--- src/rtl/prfpb_pkg.sv ---
`timescale 1ns / 1ps

package prfpb_pkg;

    localparam int STORE_DEPTH          = 1024;
    localparam int ADDR_W               = 10;
    // wide enough for page * width + column at the default screen size
    localparam int IDX_W                = 12;
    localparam int SCREEN_WIDTH_DEFAULT  = 128;
    localparam int SCREEN_HEIGHT_DEFAULT = 64;

    typedef enum logic {
        MODE_FILL = 1'b0,
        MODE_READ = 1'b1
    } mode_t;

    typedef struct packed {
        mode_t              mode;
        logic signed [15:0] rect_left;
        logic signed [15:0] rect_top;
        logic        [7:0]  rect_width;
        logic signed [7:0]  rect_height;
        logic        [7:0]  pattern_byte0;
        logic        [7:0]  pattern_byte1;
        logic        [7:0]  pattern_byte2;
        logic        [7:0]  pattern_byte3;
        logic        [9:0]  read_address;
    } in_word_t;

    typedef struct packed {
        logic [7:0] read_data;
        logic       anything_drawn;
    } out_word_t;

    typedef enum logic [2:0] {
        ST_CLEAR,
        ST_IDLE,
        ST_SETUP,
        ST_SWEEP,
        ST_FLUSH,
        ST_READ,
        ST_RESPOND
    } state_t;

    typedef struct packed {
        logic load;
        logic clear;
        logic setup;
        logic step;
        logic rd_issue;
    } cmd_t;

    typedef struct packed {
        logic clear_last;
        logic clip_ok;
        logic sweep_last;
    } status_t;

endpackage

--- src/rtl/prfpb_ctrl.sv ---
`timescale 1ns / 1ps

module prfpb_ctrl
(
    input  logic               clk,
    input  logic               rst_n,
    input  logic               start,
    input  prfpb_pkg::mode_t   start_mode,
    input  prfpb_pkg::status_t stat,
    output prfpb_pkg::cmd_t    cmd,
    output logic               busy,
    output logic               done
);

    prfpb_pkg::state_t state_reg;
    prfpb_pkg::state_t state_next;

    always_ff @(posedge clk or negedge rst_n)
    begin
        if (!rst_n)
        begin
            state_reg <= prfpb_pkg::ST_CLEAR;
        end
        else
        begin
            state_reg <= state_next;
        end
    end

    always_comb
    begin
        state_next = state_reg;
        unique case (state_reg)
            prfpb_pkg::ST_CLEAR:
            begin
                if (stat.clear_last)
                begin
                    state_next = prfpb_pkg::ST_IDLE;
                end
            end
            prfpb_pkg::ST_IDLE:
            begin
                if (start)
                begin
                    state_next = (start_mode == prfpb_pkg::MODE_READ) ?
                                 prfpb_pkg::ST_READ : prfpb_pkg::ST_SETUP;
                end
            end
            prfpb_pkg::ST_SETUP:
            begin
                state_next = stat.clip_ok ? prfpb_pkg::ST_SWEEP : prfpb_pkg::ST_RESPOND;
            end
            prfpb_pkg::ST_SWEEP:
            begin
                if (stat.sweep_last)
                begin
                    state_next = prfpb_pkg::ST_FLUSH;
                end
            end
            prfpb_pkg::ST_FLUSH:   state_next = prfpb_pkg::ST_RESPOND;
            prfpb_pkg::ST_READ:    state_next = prfpb_pkg::ST_RESPOND;
            prfpb_pkg::ST_RESPOND: state_next = prfpb_pkg::ST_IDLE;
            default:               state_next = prfpb_pkg::ST_CLEAR;
        endcase
    end

    always_comb
    begin
        cmd  = '0;
        busy = 1'b1;
        done = 1'b0;
        unique case (state_reg)
            prfpb_pkg::ST_CLEAR:   cmd.clear = 1'b1;
            prfpb_pkg::ST_IDLE:
            begin
                busy     = 1'b0;
                cmd.load = start;
            end
            prfpb_pkg::ST_SETUP:   cmd.setup = 1'b1;
            prfpb_pkg::ST_SWEEP:   cmd.step = 1'b1;
            prfpb_pkg::ST_FLUSH:   ;
            prfpb_pkg::ST_READ:    cmd.rd_issue = 1'b1;
            prfpb_pkg::ST_RESPOND: done = 1'b1;
            default:               ;
        endcase
    end

endmodule

--- config.mk ---
export PLATFORM = sky130hd
export DESIGN_NAME = prfpb_ctrl
export DESIGN_NICKNAME = d
export VERILOG_FILES = /design/src/rtl/prfpb_pkg.sv /design/src/rtl/prfpb_ctrl.sv
export SDC_FILE = /design/constraint.sdc
export NUM_CORES = 1
export LEC_CHECK = 0
export BUFFER_PORTS_ARGS = -buffer_cell sky130_fd_sc_hd__buf_2
export CORE_AREA = 2 2 39 41
export CTS_BUF_LIST = sky130_fd_sc_hd__clkbuf_8
export DETAILED_ROUTE_END_ITERATION = 6
export DIE_AREA = 0 0 41 43
export GPL_TIMING_DRIVEN = 1
export PLACE_DENSITY_LB_ADDON = 0.1
export RECOVER_POWER = 50
export SYNTH_ARGS = -nofsm -noshare
export SYNTH_HDL_FRONTEND = slang
export SYNTH_SLANG_ARGS = --single-unit
--- constraint.sdc ---
create_clock -name clk -period 2 [get_ports clk]
set_input_delay 0.4 -clock clk [delete_from_list [all_inputs] [get_ports clk]]
set_output_delay 0.4 -clock clk [all_outputs]
set_load 0.02 [all_outputs]
==> results.ini, run 1 <==
[clocking]
numCtsBuffers = 3
clk_path_buf_depth = 2
cts.sinks = 3
clkTransAtPathRegs_ps = 30
clk_latency_ps = 210
cts_max_level = 1
cts_resized = 0
root_buffer = clkbuf_8
cts_tree = yes

[die]
die_area_sq_um = 1763
start_util_pct = 18.35
core_sq_um = 1384
die_y_um = 43
std_cell_rows = 14
pin_count = 14
fp.dieW_um = 41

[drt]
drtAntennaViolNets = 0
vias_per_cell = 4.476
wl_per_cell_um = 10.89
drc = 0
drt_iter0_markers = 3
vias = 282
wl_um = 686
first_pass_iters = 4

[logic_synthesis]
synthesis.instances = 32
syn_avg_cell_area_sq_um = 7.937
synth-seq-area-share_pct = 29.56
yosys_warnings = 0
synth_cell_types = 18
synth-seq-cells = 3
syn_nets = 39
synthesis.area_sq_um = 254.0

[timing]
setup_viol = 0
min_period_over_period_pct = 80.44
rsz0062_at_grt = false
finClkSkew_ps = 0.5692
maxSlewHeadroom_pct = 75.06
final.setup.tns_ps = 0
max_freq_mhz = 621.5
min_period_ps = 1609
finalMaxSlewViolations = 0
holdWs_ps = 490.1
final_hold_viol_count = 0
worstMarginPinSlew_ps = 374.1

[setup_path]
required_ps = 1600
cp_max_fo = 9
cp_slowest_cell = dfrtp_1
critical_path_class = flop to output port
path_cells = inv_6 -> nand3b_1 -> nor2_1 -> buf_2
cp_num_buf_inv = 2
crit_arrival_ps = 1210
cp-start-kind = flop
max_stage_delay_ps = 500
endpoint_kind = output port
cpLargestDelayFamily = flip-flops

[grt]
grt_max_degree = 14
grt_pass1_wl_um = 1110
grt_overflow = 0
grt_usage_pct = 9.127
antenna_found_initial = 0
grt_pass1_vias = 276

[cells_and_area]
syn2layout_area_growth_pct = 45.32
layout_common_cells = buf_2 (12), nand3b_1 (4), nor2_1 (4)
multi_input_area_sq_um = 142.6
antenna_cells = 0
largest_register_ffs = 3
drive_above_1_share_pct = 38.30
seq_area_sq_um = 75.07
final_common_cell = buf_2
fillCellCount = 158
final_nets = 55

[hold_path]
min_path_type = primary input to flop

[pwr]
p_int_mw = 0.3501
ir_drop_uv = 516.3
finalPower_mw = 0.6518
swShare_pct = 46.29
cellLeakagePower_nw = 0.1764
power_density_nw_per_um2 = 1766
p_seq_share_pct = 28.9
share_comb_of_total_power_pct = 44.9
switchingPower_mw = 0.3017
p_clk_share_pct = 26.2

[flow_run]
timing.max_cap.violations = 0

[status]
status = completed

[placed_design]
place_congestion = 0.7197
dp_hpwl_um = 503.2
portBuffers = 13

-- cell families (layout without fill, tap and decap cells) --
| group | Yosys count | after routing | synth area share, % |
|---|---|---|---|
| compound gates | 7 | 7 | 17.24 |
| buf+inv | 5 | 20 | 14.28 |
| flops | 3 | 3 | 29.56 |
| simple gates | 17 | 17 | 38.91 |
-- synth_stat cells --
master    n  area share [%]
a21oi_1   3             5.9
a221o_1   1             3.9
and3_2    1             3.0
buf_2     1             2.0
buf_4     1             3.0
buf_6     1             4.4
dfrtp_1   3              30
inv_1     1             1.5
inv_6     1             3.4
nand2_1   3             4.4
nand3b_1  4              12
nor2_1    4             5.9
nor3_1    3             5.9
nor3b_1   1             3.0
nor4_2    1             4.9
o21a_1    1             3.0
o21ai_1   1             2.0
o22ai_1   1             2.5
-- routing by layer --
| layer | track usage (%) | wire (um) |
|---|---|---|
| met5 | 0 | 0 |
| met4 | 4.000 | 0 |
| met3 | 3.141 | 73 |
| met2 | 13.75 | 316 |
| met1 | 11.22 | 297 |
-- worst reg2reg max path, cell delays in order, from the launching register on --
cell and delay (ps):
dfrtp_1 550, nand3b_1 160, o21ai_0 100, a221o_1 300
-- per-stage QoR --
| step | instance area (sq um) | setup WS [ps] | instances | util, % |
|---|---|---|---|---|
| final | 369.1 | 391.1 | 63 | 26.67 |
| after global routing | 369.1 | 296.1 | 63 | 26.67 |
| after CTS | 370.4 | 379.7 | 63 | 26.76 |
| after detailed placement | 315.3 | 623.3 | 58 | 22.78 |
| after global placement | 315.3 | 612.3 | 58 | 22.78 |
| after floorplan | 254.0 | 412.1 | 32 | - |
-- cell type report --
cell class | instances | area share (%)
Clock buffer | 3 | 11.19
Sequential cell | 3 | 20.34
Inverter | 2 | 3.390
Clock inverter | 1 | 1.017
Multi-Input combinational cell | 24 | 38.64
Tap cell | 16 | 5.424
Timing Repair Buffer | 14 | 20.00
-- power by group through the flow --
stage	Combinational (mW)	Clock, mW	Sequential (mW)
floorplan	0.315	0	0.112
global placement	0.295	0	0.186
detailed placement	0.297	0	0.186
CTS	0.299	0.176	0.187
global route	0.328	0.185	0.198
finish	0.293	0.171	0.188
-- timing repair --
action / in CTS / in global routing
setup buffers: 0 / 0
hold endpoints to repair: 3 / 0
hold buffers: 1 / 0
-- worst paths after layout --
kind,cells after the start,end,slack (ps),start
hold / removal,3,state_reg[1],490,start
setup reg to reg,3,state_reg[2],780,state_reg[2]
setup / recovery,4,cmd[4],390,state_reg[1]
hold reg to reg,1,state_reg[0],740,state_reg[0]
max in group asynchronous,2,state_reg[1],1320,rst_n
min in group asynchronous,2,state_reg[2],520,rst_n
Power figures use the tool's default switching activity.
==> run 2, diff against run 1 <==
Clock period 2 ns to 1.5 ns, I/O delays scaled along.
==> results.ini, run 2 (same netlist as run 1, synthesis figures left out) <==
[pwr]
ir_drop_uv = 851.1
p_seq_share_pct = 26.3
finalPower_mw = 0.9140
swShare_pct = 45.43
p_clk_share_pct = 24.9
cellLeakagePower_nw = 0.1818
p_int_mw = 0.4988
share_comb_of_total_power_pct = 48.8
power_density_nw_per_um2 = 2357
switchingPower_mw = 0.4152

[timing]
holdWs_ps = 381.6
max_freq_mhz = 689.0
finalMaxSlewViolations = 0
min_period_over_period_pct = 96.76
min_period_ps = 1451
final_hold_viol_count = 0
worstMarginPinSlew_ps = 224.6
maxSlewHeadroom_pct = 85.03
rsz0062_at_grt = false
setup_viol = 0
finClkSkew_ps = 1.011
final.setup.tns_ps = 0

[die]
die_y_um = 43
core_sq_um = 1384
fp.dieW_um = 41
start_util_pct = 18.35
die_area_sq_um = 1763
pin_count = 14
std_cell_rows = 14

[placed_design]
dp.cells = 58
dp_hpwl_um = 494.7
portBuffers = 13
place_congestion = 0.7653

[drt]
drc = 0
wl_per_cell_um = 10.78
drt_iter0_markers = 7
drtAntennaViolNets = 0
vias = 290
vias_per_cell = 4.462
wl_um = 701
first_pass_iters = 4

[setup_path]
cp-start-kind = flop
required_ps = 1200
endpoint_kind = output port
cpLargestDelayFamily = flip-flops
path_cells = nand3b_1 -> nor2_1 -> buf_2
critical_path_class = flop to output port
cp_max_fo = 13
cp_num_buf_inv = 1
worstRegToRegCells = 5
cp_slowest_cell = dfrtp_2
crit_arrival_ps = 1150
max_stage_delay_ps = 480
cp_num_cells = 3

[grt]
grt_pass1_wl_um = 1124
grt_use_met1_pct = 11.58
top_usage_layer = met2
grt_pass1_vias = 257
grt_overflow = 0
antenna_found_initial = 0
grt_usage_pct = 10.14
grtUsageMet2_pct = 13.13
met3_usage_pct = 5.759
grt_max_degree = 14

[cells_and_area]
largest_register_ffs = 3
fin_util_pct = 28.03
final_common_cell = buf_2
antenna_cells = 0
final_nets = 57
drive_above_1_share_pct = 44.90
layout_common_cells = buf_2 (12), nand3b_1 (4), nor2_1 (4)
final_cells = 65
syn2layout_area_growth_pct = 52.71

[status]
status = completed

[flow_run]
timing.max_cap.violations = 0

[clocking]
clk_latency_ps = 210
cts_tree = yes
numCtsBuffers = 3
cts.sinks = 3
root_buffer = clkbuf_8
cts_max_level = 1
clk_path_buf_depth = 2
clkTransAtPathRegs_ps = 30

[hold_path]
min_path_type = primary input to flop
whs_path_depth = 3

[run 2: worst register-to-register path: cells and delay by family, from the launching register on]
family	cells	cell delay, ps
flops	1	430
buf+inv	2	300
simple gates	1	70
compound gates	2	390
[run 2: per-layer routing]
layer	wire length, um	vias to the layer above
met4	25	0
li1	-	146
met3	81	4
met1	296	126
met5	0	-
met2	298	14
[run 2: cell type report]
type / count / area, sq um
clock buffers: 3 / 41.29
well taps: 16 / 20.02
multi-input cells: 24 / 147.6
fillers: 156 / 996.0
inverters: 2 / 12.51
repair buffers: 16 / 85.08
flip-flops and latches: 3 / 77.57
clock inverters: 1 / 3.754
[run 2: power by group through the flow]
| stage | clock [mW] | combinational [mW] | sequential (mW) |
|---|---|---|---|
| 6_report | 0.228 | 0.446 | 0.241 |
| 5_1_grt | 0.241 | 0.488 | 0.252 |
| 4_1_cts | 0.235 | 0.397 | 0.259 |
| 3_5_place_dp | 0 | 0.392 | 0.251 |
| 3_3_place_gp | 0 | 0.402 | 0.249 |
| 2_1_floorplan | 0 | 0.420 | 0.150 |
[run 2: metrics by stage]
| step | instance area (sq um) | setup WS (ps) |
|---|---|---|
| 2_1_floorplan | 254.0 | 12.08 |
| 4_1_cts | 374.1 | 43.71 |
| 3_3_place_gp | 315.3 | 213.8 |
| 5_1_grt | 387.9 | 2.082 |
| 3_5_place_dp | 315.3 | 225.0 |
| 6_report | 387.9 | 48.65 |
[run 2: final timing paths]
check	start	end	slack (ps)
setup / recovery	state_reg[2]	cmd[4]	50
setup reg to reg	state_reg[1]	state_reg[2]	180
max in group asynchronous	rst_n	state_reg[2]	910
hold reg to reg	state_reg[0]	state_reg[0]	660
hold / removal	start	state_reg[1]	380
min in group asynchronous	rst_n	state_reg[1]	420
[run 2: timing repair]
action | in CTS | in global routing
endpoints found under the hold margin | 3 | 0
setup endpoints to repair | 1 | 2
hold buffers | 1 | 0
gates resized for setup | 3 | 1
buffers inserted | 0 | 2
pin swaps | 0 | 0
